$ cat src/rsoc_pkg.sv
// Shared types and constants for the rate sensor offset calibration block.
// No dependencies; imported by every module of the block.
package rsoc_pkg;

  // Default widths of the sample and run-counter paths.
  localparam int SampleBitsDef = 16;
  localparam int CountBitsDef  = 16;

  // Fixed register field widths.
  localparam int DzW  = 15;
  localparam int CalW = 16;
  localparam int SetW = 10;

  // APB register file geometry.
  localparam int AddrW = 4;
  localparam int DataW = 32;

  // Register reset values.
  localparam logic [DzW-1:0]  DeadZoneRst = DzW'(3);
  localparam logic [CalW-1:0] CalibRst    = CalW'(200);
  localparam logic [SetW-1:0] SettleRst   = SetW'(300);

  // Register indexes (byte address / 4).
  localparam logic [1:0] RegDeadZone = 2'd0;
  localparam logic [1:0] RegCalib    = 2'd1;
  localparam logic [1:0] RegSettle   = 2'd2;

  // Input opcodes.
  localparam logic OpSample = 1'b0;
  localparam logic OpCalib  = 1'b1;

  typedef enum logic [2:0] {
    ST_IDLE,
    ST_SETTLE,
    ST_ACCUM,
    ST_DIV_START,
    ST_DIV_WAIT
  } state_e;

  typedef enum logic [1:0] {
    AXIS_X,
    AXIS_Y,
    AXIS_Z
  } axis_e;

  typedef struct packed {
    logic [DzW-1:0]  dz_width;
    logic [CalW-1:0] calib;
    logic [SetW-1:0] settle;
  } cfg_t;

  // Controller to datapath commands.
  typedef struct packed {
    logic  clear;      // start of run: clear sums and counter
    logic  cnt_inc;    // advance run counter
    logic  cnt_clr;    // end of phase: clear run counter
    logic  accum;      // add sample into sums
    logic  latch_div;  // capture divisor at run completion
    logic  load_out;   // load result register
    logic  div_start;  // launch division for axis
    logic  wr_offset;  // store quotient into offset for axis
    axis_e axis;
  } cmd_t;

  // Datapath to controller status.
  typedef struct packed {
    logic settle_zero;
    logic settle_hit;
    logic accum_hit;
    logic div_done;
    logic out_free;
  } status_t;

endpackage

$ cat src/rsoc_regs.sv
// APB register file for dead zone, calibration count and settle count.
// Depends on rsoc_pkg.
module rsoc_regs
  import rsoc_pkg::*;
(
  input  logic             clk_i,
  input  logic             rst_ni,
  input  logic             psel,
  input  logic             penable,
  input  logic             pwrite,
  input  logic [AddrW-1:0] paddr,
  input  logic [DataW-1:0] pwdata,
  output logic [DataW-1:0] prdata,
  output logic             pready,
  output cfg_t             cfg_o
);

  cfg_t cfg_q, cfg_d;
  logic wr_en;

  assign wr_en  = psel && penable && pwrite;
  assign pready = 1'b1;

  always_comb begin
    cfg_d = cfg_q;
    if (wr_en) begin
      case (paddr[3:2])
        RegDeadZone: cfg_d.dz_width = pwdata[DzW-1:0];
        RegCalib:    cfg_d.calib    = pwdata[CalW-1:0];
        RegSettle:   cfg_d.settle   = pwdata[SetW-1:0];
        default:     cfg_d = cfg_q;
      endcase
    end
  end

  always_comb begin
    case (paddr[3:2])
      RegDeadZone: prdata = DataW'(cfg_q.dz_width);
      RegCalib:    prdata = DataW'(cfg_q.calib);
      RegSettle:   prdata = DataW'(cfg_q.settle);
      default:     prdata = '0;
    endcase
  end

  always_ff @(posedge clk_i or negedge rst_ni) begin
    if (!rst_ni) begin
      cfg_q.dz_width <= DeadZoneRst;
      cfg_q.calib    <= CalibRst;
      cfg_q.settle   <= SettleRst;
    end else begin
      cfg_q <= cfg_d;
    end
  end

  assign cfg_o = cfg_q;

endmodule

$ cat src/rsoc_div.sv
// Iterative signed-by-unsigned divider, one quotient bit per cycle,
// truncating toward zero. Depends on rsoc_pkg.
module rsoc_div
  import rsoc_pkg::*;
#(
  parameter int SumW = SampleBitsDef + CountBitsDef
) (
  input  logic                   clk_i,
  input  logic                   rst_ni,
  input  logic                   start_i,
  input  logic signed [SumW-1:0] dividend_i,
  input  logic [CalW-1:0]        divisor_i,
  output logic                   done_o,
  output logic signed [SumW-1:0] quot_o
);

  localparam int CntW = $clog2(SumW);

  logic            busy_q, busy_d;
  logic            done_q, done_d;
  logic [CntW-1:0] cnt_q, cnt_d;
  logic [CalW-1:0] rem_q, rem_d;
  logic [SumW-1:0] quo_q, quo_d;
  logic            neg_q, neg_d;
  logic [CalW:0]   trial;
  logic [CalW:0]   diff;
  logic            ge;

  assign trial = {rem_q, quo_q[SumW-1]};
  assign ge    = trial >= {1'b0, divisor_i};
  assign diff  = trial - {1'b0, divisor_i};

  always_comb begin
    busy_d = busy_q;
    done_d = 1'b0;
    cnt_d  = cnt_q;
    rem_d  = rem_q;
    quo_d  = quo_q;
    neg_d  = neg_q;
    if (start_i) begin
      busy_d = 1'b1;
      cnt_d  = '0;
      rem_d  = '0;
      neg_d  = dividend_i[SumW-1];
      quo_d  = dividend_i[SumW-1] ? (~dividend_i + SumW'(1)) : dividend_i;
    end else if (busy_q) begin
      rem_d = ge ? diff[CalW-1:0] : trial[CalW-1:0];
      quo_d = {quo_q[SumW-2:0], ge};
      cnt_d = cnt_q + CntW'(1);
      if (cnt_q == CntW'(SumW - 1)) begin
        busy_d = 1'b0;
        done_d = 1'b1;
      end
    end
  end

  always_ff @(posedge clk_i or negedge rst_ni) begin
    if (!rst_ni) begin
      busy_q <= 1'b0;
      done_q <= 1'b0;
      cnt_q  <= '0;
    end else begin
      busy_q <= busy_d;
      done_q <= done_d;
      cnt_q  <= cnt_d;
    end
  end

  always_ff @(posedge clk_i) begin
    rem_q <= rem_d;
    quo_q <= quo_d;
    neg_q <= neg_d;
  end

  assign done_o = done_q;
  assign quot_o = neg_q ? $signed(~quo_q + SumW'(1)) : $signed(quo_q);

endmodule

$ cat src/rsoc_ctrl.sv
// Calibration sequencer: run phases, input handshake and per-axis division.
// Depends on rsoc_pkg.
module rsoc_ctrl
  import rsoc_pkg::*;
(
  input  logic    clk_i,
  input  logic    rst_ni,
  input  logic    in_valid_i,
  input  logic    opcode_i,
  input  status_t status_i,
  output logic    in_ready_o,
  output cmd_t    cmd_o
);

  state_e state_q, state_d;
  axis_e  axis_q, axis_d;
  logic   in_fire;

  assign in_ready_o = (state_q inside {ST_IDLE, ST_SETTLE, ST_ACCUM}) && status_i.out_free;
  assign in_fire    = in_valid_i && in_ready_o;

  always_comb begin
    state_d = state_q;
    axis_d  = axis_q;
    cmd_o   = '0;
    cmd_o.axis = axis_q;
    case (state_q)
      ST_IDLE, ST_SETTLE, ST_ACCUM: begin
        if (in_fire) begin
          if (opcode_i == OpCalib) begin
            cmd_o.clear = 1'b1;
            state_d = status_i.settle_zero ? ST_ACCUM : ST_SETTLE;
          end else if (state_q == ST_SETTLE) begin
            cmd_o.cnt_inc = 1'b1;
            if (status_i.settle_hit) begin
              cmd_o.cnt_clr = 1'b1;
              state_d = ST_ACCUM;
            end
          end else if (state_q == ST_ACCUM) begin
            cmd_o.accum   = 1'b1;
            cmd_o.cnt_inc = 1'b1;
            if (status_i.accum_hit) begin
              cmd_o.cnt_clr   = 1'b1;
              cmd_o.latch_div = 1'b1;
              axis_d  = AXIS_X;
              state_d = ST_DIV_START;
            end
          end else begin
            cmd_o.load_out = 1'b1;
          end
        end
      end
      ST_DIV_START: begin
        cmd_o.div_start = 1'b1;
        state_d = ST_DIV_WAIT;
      end
      ST_DIV_WAIT: begin
        if (status_i.div_done) begin
          cmd_o.wr_offset = 1'b1;
          case (axis_q)
            AXIS_X: begin
              axis_d  = AXIS_Y;
              state_d = ST_DIV_START;
            end
            AXIS_Y: begin
              axis_d  = AXIS_Z;
              state_d = ST_DIV_START;
            end
            default: begin
              axis_d  = AXIS_X;
              state_d = ST_IDLE;
            end
          endcase
        end
      end
      default: state_d = ST_IDLE;
    endcase
  end

  always_ff @(posedge clk_i or negedge rst_ni) begin
    if (!rst_ni) begin
      state_q <= ST_IDLE;
      axis_q  <= AXIS_X;
    end else begin
      state_q <= state_d;
      axis_q  <= axis_d;
    end
  end

endmodule

$ cat src/rsoc_dp.sv
// Datapath: run counter, per-axis sums and offsets, divider, dead zone and
// result register. Depends on rsoc_pkg and rsoc_div.
module rsoc_dp
  import rsoc_pkg::*;
#(
  parameter int SampleBits = SampleBitsDef,
  parameter int CountBits  = CountBitsDef
) (
  input  logic                       clk_i,
  input  logic                       rst_ni,
  input  cfg_t                       cfg_i,
  input  cmd_t                       cmd_i,
  input  logic signed [SampleBits-1:0] raw_i [3],
  input  logic                       out_ready_i,
  output status_t                    status_o,
  output logic                       out_valid_o,
  output logic signed [SampleBits:0] rate_o [3],
  output logic signed [SampleBits-1:0] bias_o [3]
);

  localparam int SumW = SampleBits + CountBits;
  localparam int CmpW = (CountBits > CalW) ? CountBits : CalW;

  logic [CountBits-1:0]      cnt_q, cnt_d, cnt_inc;
  logic [CalW-1:0]           target;
  logic [CalW-1:0]           divisor_q;
  logic signed [SumW-1:0]    sum_q [3];
  logic signed [SumW-1:0]    offset_q [3];
  logic signed [SumW-1:0]    dividend;
  logic signed [SumW-1:0]    quot;
  logic                      div_done;
  logic signed [SumW:0]      dz_pos;
  logic signed [SumW:0]      diff [3];
  logic signed [SampleBits:0] rate_d [3];
  logic                      out_valid_q, out_valid_d;
  logic signed [SampleBits:0]  rate_q [3];
  logic signed [SampleBits-1:0] bias_q [3];

  // Zero calibration count behaves as one.
  assign target  = (cfg_i.calib == '0) ? CalW'(1) : cfg_i.calib;
  assign cnt_inc = cnt_q + CountBits'(1);

  assign status_o.settle_zero = (cfg_i.settle == '0);
  assign status_o.settle_hit  = CmpW'(cnt_inc) >= CmpW'(cfg_i.settle);
  assign status_o.accum_hit   = CmpW'(cnt_inc) >= CmpW'(target);
  assign status_o.div_done    = div_done;
  assign status_o.out_free    = !out_valid_q || out_ready_i;

  always_comb begin
    cnt_d = cnt_q;
    if (cmd_i.clear || cmd_i.cnt_clr) begin
      cnt_d = '0;
    end else if (cmd_i.cnt_inc) begin
      cnt_d = cnt_inc;
    end
  end

  always_ff @(posedge clk_i or negedge rst_ni) begin
    if (!rst_ni) begin
      cnt_q <= '0;
    end else begin
      cnt_q <= cnt_d;
    end
  end

  always_ff @(posedge clk_i or negedge rst_ni) begin
    if (!rst_ni) begin
      for (int a = 0; a < 3; a++) begin
        sum_q[a]    <= '0;
        offset_q[a] <= '0;
      end
    end else begin
      for (int a = 0; a < 3; a++) begin
        if (cmd_i.clear) begin
          sum_q[a] <= '0;
        end else if (cmd_i.accum) begin
          sum_q[a] <= sum_q[a] + SumW'(raw_i[a]);
        end
      end
      if (cmd_i.wr_offset) begin
        offset_q[cmd_i.axis] <= quot;
      end
    end
  end

  always_ff @(posedge clk_i) begin
    if (cmd_i.latch_div) begin
      divisor_q <= target;
    end
  end

  assign dividend = sum_q[cmd_i.axis];

  rsoc_div #(
    .SumW(SumW)
  ) u_div (
    .clk_i      (clk_i),
    .rst_ni     (rst_ni),
    .start_i    (cmd_i.div_start),
    .dividend_i (dividend),
    .divisor_i  (divisor_q),
    .done_o     (div_done),
    .quot_o     (quot)
  );

  // Full-width difference; dead zone test before truncation to the port width.
  assign dz_pos = $signed({{(SumW + 1 - DzW){1'b0}}, cfg_i.dz_width});

  always_comb begin
    for (int a = 0; a < 3; a++) begin
      diff[a] = (SumW + 1)'(raw_i[a]) - (SumW + 1)'(offset_q[a]);
      if (diff[a] < dz_pos && diff[a] > -dz_pos) begin
        rate_d[a] = '0;
      end else begin
        rate_d[a] = diff[a][SampleBits:0];
      end
    end
  end

  always_comb begin
    out_valid_d = out_valid_q;
    if (cmd_i.load_out) begin
      out_valid_d = 1'b1;
    end else if (out_ready_i) begin
      out_valid_d = 1'b0;
    end
  end

  always_ff @(posedge clk_i or negedge rst_ni) begin
    if (!rst_ni) begin
      out_valid_q <= 1'b0;
    end else begin
      out_valid_q <= out_valid_d;
    end
  end

  always_ff @(posedge clk_i) begin
    if (cmd_i.load_out) begin
      for (int a = 0; a < 3; a++) begin
        rate_q[a] <= rate_d[a];
        bias_q[a] <= offset_q[a][SampleBits-1:0];
      end
    end
  end

  assign out_valid_o = out_valid_q;
  assign rate_o      = rate_q;
  assign bias_o      = bias_q;

endmodule

$ cat src/rate_sensor_offset_calib_deadzone_unit.sv
// Top level of the rate sensor offset calibration block with dead zone.
// Depends on rsoc_pkg, rsoc_regs, rsoc_ctrl and rsoc_dp.
//
// Usage:
//   Input channel (in_valid_i/in_ready_o) carries an opcode and three raw
//   axis samples. Opcode OpCalib starts (or restarts) a calibration run; a
//   sample during a run is dropped while settling, then summed per axis.
//   Output channel (out_valid_o/out_ready_i) carries one transaction per
//   sample taken outside a run: offset-corrected, dead-zoned rates plus the
//   offsets in force. Start opcodes and run samples give no transaction.
//   out_valid_o rises in the cycle after input acceptance. Throughput is
//   one transaction per cycle while the receiver takes results and no
//   division runs: the result register frees in the same cycle the receiver
//   takes its transaction. The sample that completes a run launches three
//   divisions on one shared radix-2 divider, one axis after another; each
//   is launched, iterates and writes its offset back, and in_ready_o stays
//   low until all three are done.
//   When the receiver stalls with a result held, in_ready_o drops and the
//   held transaction stays unchanged until taken.
//   Reset clears offsets, sums and the run counter, leaves the block out of
//   calibration and loads the register defaults (dead zone 3, count 200,
//   settle 300). Registers sit on the APB port at byte addresses 0, 4, 8.
module rate_sensor_offset_calib_deadzone_unit
  import rsoc_pkg::*;
#(
  parameter int SAMPLE_BITS = SampleBitsDef,
  parameter int COUNT_BITS  = CountBitsDef
) (
  input  logic                         clk_i,
  input  logic                         rst_ni,
  // input channel
  input  logic                         in_valid_i,
  output logic                         in_ready_o,
  input  logic                         opcode_i,
  input  logic signed [SAMPLE_BITS-1:0] raw_x_i,
  input  logic signed [SAMPLE_BITS-1:0] raw_y_i,
  input  logic signed [SAMPLE_BITS-1:0] raw_z_i,
  // output channel
  output logic                         out_valid_o,
  input  logic                         out_ready_i,
  output logic signed [SAMPLE_BITS:0]  rate_x_o,
  output logic signed [SAMPLE_BITS:0]  rate_y_o,
  output logic signed [SAMPLE_BITS:0]  rate_z_o,
  output logic signed [SAMPLE_BITS-1:0] bias_x_o,
  output logic signed [SAMPLE_BITS-1:0] bias_y_o,
  output logic signed [SAMPLE_BITS-1:0] bias_z_o,
  // configuration port
  input  logic                         psel,
  input  logic                         penable,
  input  logic                         pwrite,
  input  logic [AddrW-1:0]             paddr,
  input  logic [DataW-1:0]             pwdata,
  output logic [DataW-1:0]             prdata,
  output logic                         pready
);

  cfg_t    cfg;
  cmd_t    cmd;
  status_t status;

  logic signed [SAMPLE_BITS-1:0] raw_a  [3];
  logic signed [SAMPLE_BITS:0]   rate_a [3];
  logic signed [SAMPLE_BITS-1:0] bias_a [3];

  assign raw_a[0] = raw_x_i;
  assign raw_a[1] = raw_y_i;
  assign raw_a[2] = raw_z_i;

  rsoc_regs u_regs (
    .clk_i   (clk_i),
    .rst_ni  (rst_ni),
    .psel    (psel),
    .penable (penable),
    .pwrite  (pwrite),
    .paddr   (paddr),
    .pwdata  (pwdata),
    .prdata  (prdata),
    .pready  (pready),
    .cfg_o   (cfg)
  );

  // Sequence run phases and divisions; own the input handshake.
  rsoc_ctrl u_ctrl (
    .clk_i      (clk_i),
    .rst_ni     (rst_ni),
    .in_valid_i (in_valid_i),
    .opcode_i   (opcode_i),
    .status_i   (status),
    .in_ready_o (in_ready_o),
    .cmd_o      (cmd)
  );

  // Hold sums, offsets and the result register.
  rsoc_dp #(
    .SampleBits (SAMPLE_BITS),
    .CountBits  (COUNT_BITS)
  ) u_dp (
    .clk_i       (clk_i),
    .rst_ni      (rst_ni),
    .cfg_i       (cfg),
    .cmd_i       (cmd),
    .raw_i       (raw_a),
    .out_ready_i (out_ready_i),
    .status_o    (status),
    .out_valid_o (out_valid_o),
    .rate_o      (rate_a),
    .bias_o      (bias_a)
  );

  assign rate_x_o = rate_a[0];
  assign rate_y_o = rate_a[1];
  assign rate_z_o = rate_a[2];
  assign bias_x_o = bias_a[0];
  assign bias_y_o = bias_a[1];
  assign bias_z_o = bias_a[2];

`ifndef SYNTH
  // A new result appears only after a sample transaction was taken.
  a_out_from_input : assert property (@(posedge clk_i) disable iff (!rst_ni)
    $rose(out_valid_o) |-> $past(in_valid_i && in_ready_o && (opcode_i == OpSample)))
    else $error("result appeared without an accepted sample");

  // Input stays blocked while a division is launched.
  a_block_in_div : assert property (@(posedge clk_i) disable iff (!rst_ni)
    cmd.div_start |-> !in_ready_o)
    else $error("input accepted during offset division");

  // Result register loads only on an accepted sample transaction.
  a_load_on_accept : assert property (@(posedge clk_i) disable iff (!rst_ni)
    cmd.load_out |-> (in_valid_i && in_ready_o && (opcode_i == OpSample)))
    else $error("result loaded without an accepted sample");
`endif

endmodule

$ cat config.mk
export PLATFORM = sky130hd
export DESIGN_NAME = rate_sensor_offset_calib_deadzone_unit
export DESIGN_NICKNAME = d
export VERILOG_FILES = /design/src/rsoc_pkg.sv /design/src/rsoc_regs.sv /design/src/rsoc_div.sv /design/src/rsoc_ctrl.sv /design/src/rsoc_dp.sv /design/src/rate_sensor_offset_calib_deadzone_unit.sv
export SDC_FILE = /design/constraint.sdc
export NUM_CORES = 1
export LEC_CHECK = 0
export BUFFER_PORTS_ARGS = -buffer_cell sky130_fd_sc_hd__buf_2
export CAP_MARGIN = 40
export CORE_ASPECT_RATIO = 0.7
export CORE_UTILIZATION = 35
export DETAILED_ROUTE_END_ITERATION = 8
export GPL_ROUTABILITY_DRIVEN = 0
export SKIP_LAST_GASP = 1
export SYNTH_ARGS = -nofsm -noshare
export SYNTH_HDL_FRONTEND = slang
export SYNTH_SLANG_ARGS = --single-unit
$ cat constraint.sdc
create_clock -name clk_i -period 11 [get_ports clk_i]
set_clock_uncertainty 0.2 [all_clocks]
set_input_delay 1.1 -clock clk_i [delete_from_list [all_inputs] [get_ports clk_i]]
set_output_delay 1.1 -clock clk_i [all_outputs]
set_load 0.02 [all_outputs]
[Yosys cells after proc, flatten, opt, wreduce, memory -nomap -nowiden]
Index checks and enable logic that the tools add are counted.
Storage, ports and cells
  register bits: 426
  input bits: 92
  word-level logic and storage cells: 160
Operators by class
  $add $sub $neg: 12
  magnitude comparators: 11
  eq/ne operators: 17
  multiplexer cells: 62
  bitwise operators: 3
  reduce and logical (&&, ||, !) cells: 29
Operators by type and width (count)
  2-to-1 mux 32 bit: 13
  greater-than comparator 33 bit: 3
  less-than comparator 33 x 16 -> 1 bit: 3
  subtractor 16 x 32 -> 33 bit: 3
  adder 32 x 16 -> 32 bit: 3
  bitwise mux 96 bit: 1
  binary-select mux 32 bit (select 2 bit): 1
  demux 32 bit (select 2 bit): 1
  2-to-1 mux 16 bit: 4
  inverter 32 bit: 2
  one-hot mux 16 bit (3 select lines): 1
  negation 15 -> 33 bit: 1
  adder 32 x 1 -> 32 bit, second input constant: 1
  adder 32 x 2 -> 32 bit, second input constant: 1
  2-to-1 mux 3 bit: 8
  2-to-1 mux 2 bit: 9
  >= comparator 17 x 16 -> 1 bit: 1
  adder 16 x 1 -> 16 bit, second input constant: 1
  >= comparator 16 x 10 -> 1 bit: 1
  >= comparator 16 bit: 1
  logical NOT 16 bit: 1
  subtractor 16 bit: 1
  2-to-1 mux 1 bit: 15
  2-to-1 mux 5 bit: 3
  other kinds (32): 55

[Logic depth before layout (Yosys ltp)]
  depth in word-level cells: 11
  mapped depth: 26

[By module]
A second synthesis with hierarchy kept.
Second synthesis, totals
  cells, all modules: 3673
  area total of the unflattened synthesis: 34013.9 µm²
By module, submodules not included
  rsoc_dp: instances 1, cells an instance 2962, area an instance 27178.6 µm²
  rsoc_div: instances 1, cells an instance 504, area an instance 4375.4 µm²
  rsoc_regs: instances 1, cells an instance 155, area an instance 2043.2 µm²
  rsoc_ctrl: instances 1, cells an instance 52, area an instance 416.6 µm²

[Least setup slack after synthesis]
Ideal clock, no wire load.
  kind: input -> register
  start: in out_ready_i
  end: reg u_dp.bias_q, in the netlist u_dp.bias_o[0], enable pin
  arrival: 8.911 ns
  data required time: 10.120 ns
  path slack: 1.209 ns
  stages: 5
  buffers on the path: 0
  cell sequence: inv_1 -> a221oi_1 -> and2_1 -> nand2_1 -> nor3_1
RTL lines
  start, declared: RTL line rate_sensor_offset_calib_deadzone_unit.sv:40  | input logic out_ready_i,
  end signal, assigned by index: RTL line rsoc_dp.sv:141  | bias_q[a] <= offset_q[a][SampleBits-1:0];
  end, declared: RTL line rsoc_dp.sv:37  | logic signed [SampleBits-1:0] bias_q [3];

[Worst setup path in the final report]
  start: in raw_y_i[15]
  end: reg u_dp.rate_q, in the netlist u_dp.rate_o[18] (data pin)
On the way
  cells in the longest elaborated chain, start to end: 3
  elaborated cells on any way between the ends: 4
  those cells by class: add/sub: 1; order compare: 2; reduce/logical: 1
Ends and longest elaborated chain
  start, declared: RTL line rate_sensor_offset_calib_deadzone_unit.sv:36  | input logic signed [SAMPLE_BITS-1:0] raw_y_i,
  subtractor 16 x 32 -> 33 bit (*): RTL line rsoc_dp.sv:111  | diff[a] = (SumW + 1)'(raw_i[a]) - (SumW + 1)'(offset_q[a]);
  less-than comparator 33 x 16 -> 1 bit / greater-than comparator 33 bit (equally long branches): RTL line rsoc_dp.sv:112  | if (diff[a] < dz_pos && diff[a] > -dz_pos) begin
  logical AND 1 bit (*): RTL line rsoc_dp.sv:112
  end signal, assigned by index: RTL line rsoc_dp.sv:140  | rate_q[a] <= rate_d[a];
  end, declared: RTL line rsoc_dp.sv:36  | logic signed [SampleBits:0] rate_q [3];
Mark *: on every way between the ends. The rest lies on a longest branch, timed or not.
A chain may end at the register's enable or synchronous reset.

==> run_results.csv <==
group,metric,value,unit
run_status,status,"finished, final reports clean",
placement,place_ws,3.23,ns
placement,dp_hpwl,85300,um
drt,via_count,28400,
synthesis,async_reset_ff_share,61.5,%
cells_and_area,final_cell_area,0.0373,mm^2
drt,ant_nets,0,
floorplan,start_util,35.3,%
synthesis,synthDistinctLibCells,101,
floorplan,die_width,370,um
sta,hold_viol,0,
global_routing,track_usage,21.9,%
sta,finalCriticalPeriod,7.31,ns
cells_and_area,synthToLayoutAreaGrowth,12.3,%
sta,finalCritPeriodShare,66.4,%
synthesis,synth_top_area_share,19.1,%
global_routing,antenna_found_initial,10,
sta,drv_slew,0,
cells_and_area,fin_nets,4359,
synthesis,netlist_top_cells_count,"ha_1, o21ai_0, nand2_1",
sta,finalSetupViolations,0,
sta,max-slew-margin-rel,32.6,%
drt,finalWirelength,108000,um
clock_tree,clockBufferDepth,3,
clock_tree,cts-htree-levels,2,
setup_path,path_max_fanout,34,
setup_path,critPathLaunchType,"primary input",
setup_path,end_kind,"flip-flop",
drt,detail_route.first_pass.iterations,5,
clock_tree,clkTransAtPathRegs,0.06,ns
global_routing,grt_pass1_wl,162000,um
clock_tree,cts_buffers,50,
clock_tree,root_buffer,"clkbuf_16",
drt,via_per_inst,5.48,
sta,rsz0062_at_grt,"no",
sta,worst_slew_pin_slew,1.00,ns
power_and_ir_drop,vdd_drop_max,0.119,mV
synthesis,seq_area_frac_synth,34.1,%
clock_tree,clock_latency,0.62,ns
synthesis,yosys_register_bits,426,
clock_tree,post_cts_buffers,0,
drt,post-route-drc-count,0,
clock_tree,post_cts_resized,0,
synthesis,synth.cell_area,0.0332,mm^2
drt,drt_iter0_drc,2793,
synthesis,synth_edf_count,148,
placement,placed_cell_area,0.0355,mm^2
synthesis,synthFlopType,"dfrtp_1",
cells_and_area,drive_above_1_share,9.99,%
power_and_ir_drop,power_density,200,mW/mm^2
worst_hold_path,hold_path_class,"reg -> reg",
setup_path,cp_data_arrival_time,7.41,ns
synthesis,synth_top_area_cell,"dfrtp_1",
floorplan,io_pins,226,
cells_and_area,finalCoreUtilization,39.7,%
job,max_cap_viol_count,0,
clock_tree,cts_tree,"yes",
placement,numPortBuffers,190,
synthesis,syn-mean-instance-area,8.84,um^2
floorplan,design.die.area,0.0962,mm^2
synthesis,yosysWarningCount,0,
power_and_ir_drop,p_total,0.00748,W
setup_path,timing_worst_setup_path_type,"in -> reg",
global_routing,grt_pass1_vias,26300,
clock_tree,cts_sinks,426,
setup_path,required,11.11,ns
global_routing,grt_overflow,0,
synthesis,ys_top_cells_by_area,"dfrtp_1, ha_1, edfxtp_1, o21ai_0, a21oi_1",
sta,fmax,137,MHz
power_and_ir_drop,p_leak,16.4,nW
floorplan,die_h,260,um
global_routing,grt_max_degree,94,
floorplan,core_area,0.0940,mm^2
clock_tree,hold_buffers,0,
floorplan,rows,94,
sta,finalWorstSetupSlack,3.69,ns
sta,final.setup.tns,0,ns
drt,wl_per_cell,20.8,um
synthesis,synthCells,3756,
synthesis,yosys.cell_count.top_type,"ha_1",
where the power goes:
group          switching (W)  total (W)  internal (W)
Combinational        0.00199    0.00322       0.00123
Clock               0.000741    0.00187       0.00112
Sequential          0.000351    0.00239       0.00204
Total                0.00308    0.00748       0.00440
critical path, stage by stage:
cell and delay (ns):
buf_2 0.08, buf_4 0.44, ha_1 0.44, a21oi_1 0.29, o21ai_1 0.16, a2111o_1 0.40, a31oi_1 0.43, nor3_1 0.10
or2_2 0.30, xor2_1 0.18, ha_1 0.33, nand4_1 0.09, or2_2 0.33, nor4_1 0.73, o31a_1 0.35, or4_1 0.16
nor3_1 0.07, nor4_1 0.17, nor4b_2 0.25, o2111ai_1 0.21, nor4_4 0.43, buf_6 0.23, a21oi_1 0.09
placed cells by master (no fill, tap or decap), drive strengths merged, types with 37 or more instances in the layout:
| cell type | Yosys | final |
|---|---|---|
| o21ai | 381 | 381 |
| o21a | 42 | 42 |
| xnor2 | 139 | 139 |
| dfrtp | 253 | 253 |
| a21o | 123 | 123 |
| mux2i | 70 | 70 |
| a21oi | 271 | 271 |
| nor2 | 249 | 249 |
| clkbuf | 131 | 66 |
| ha | 379 | 379 |
| o21bai | 37 | 37 |
| edfxtp | 148 | 148 |
| nand3 | 133 | 133 |
| a211oi | 45 | 45 |
| xor2 | 122 | 122 |
| nor3 | 44 | 44 |
| nand2 | 333 | 333 |
| nor2b | 45 | 45 |
| nand4 | 56 | 56 |
| inv | 246 | 248 |
| buf | 37 | 226 |
routing by layer:
layer / global-route usage, % / vias up / routed length (um)
met3: 3.33 / 120 / 7430
met4: 5.34 / 2 / 2180
met2: 32.1 / 871 / 45400
met1: 33.1 / 13600 / 52600
met5: 0 / - / 13
li1: - / 13800 / -
state kept, by name, indices dropped and copies added, names as in the netlist:
register	count
u_dp.u_div.neg_q	1
u_ctrl.axis_q	2
u_dp.sum_q	96
u_ctrl.state_q	3
u_dp.cnt_q	16
u_dp.u_div.busy_q	1
u_dp.bias_o	48
u_dp.rate_o	51
u_dp.offset_q	96
u_dp.u_div.quo_q	32
u_dp.u_div.cnt_q	5
u_dp.out_valid_o	1
u_dp.divisor_q	16
u_dp.u_div.done_o	1
u_dp.u_div.rem_q	16
u_regs.cfg_o	41
metrics by stage:
stage	hold slack (ns)	instances
after detailed placement	0.272	5077
after CTS	0.284	5171
after global routing	0.298	5178
after global placement	0.265	5067
final	0.281	5179
after floorplan	0.245	3771
path summary, 6_finish.rpt:
check                             startpoint  cells after the start  slack [ns]                end
max reg2reg                u_dp.offset_q[33]                     24        3.91    u_dp.rate_o[18]
min reg2reg                u_dp.offset_q[36]                      0        0.28    u_dp.bias_o[20]
max in group asynchronous             rst_ni                      2        8.97   u_ctrl.axis_q[0]
min                        u_dp.offset_q[36]                      0        0.28    u_dp.bias_o[20]
max                              raw_y_i[15]                     23        3.69    u_dp.rate_o[18]
min in group asynchronous             rst_ni                      1        0.30  u_dp.offset_q[79]
cells by family (layout without fill, tap and decap cells):
kind of cell | Yosys count | in the layout | share of synthesized area (%)
AO/OA/AOI/OAI | 1119 | 1119 | 21.4
XOR/XNOR | 261 | 261 | 6.90
adder cells (fa/ha/maj) | 386 | 386 | 14.7
buffers and inverters | 414 | 566 | 4.97
flip-flops | 426 | 426 | 34.1
multiplexers | 83 | 83 | 2.55
other | 2 | 25 | 0.0226
AND/OR/NAND/NOR | 1065 | 1065 | 15.4
area by class of cell:
class	count	area [um^2]
fill	9441	56700
multi-input combinational	2931	20400
sequential	426	11300
tap	1248	1560
clock buffer	66	1430
timing repair buffer	226	1300
inverter	246	923
clock inverter	28	384
antenna	8	20.0
(Power assumes the default switching activity.)
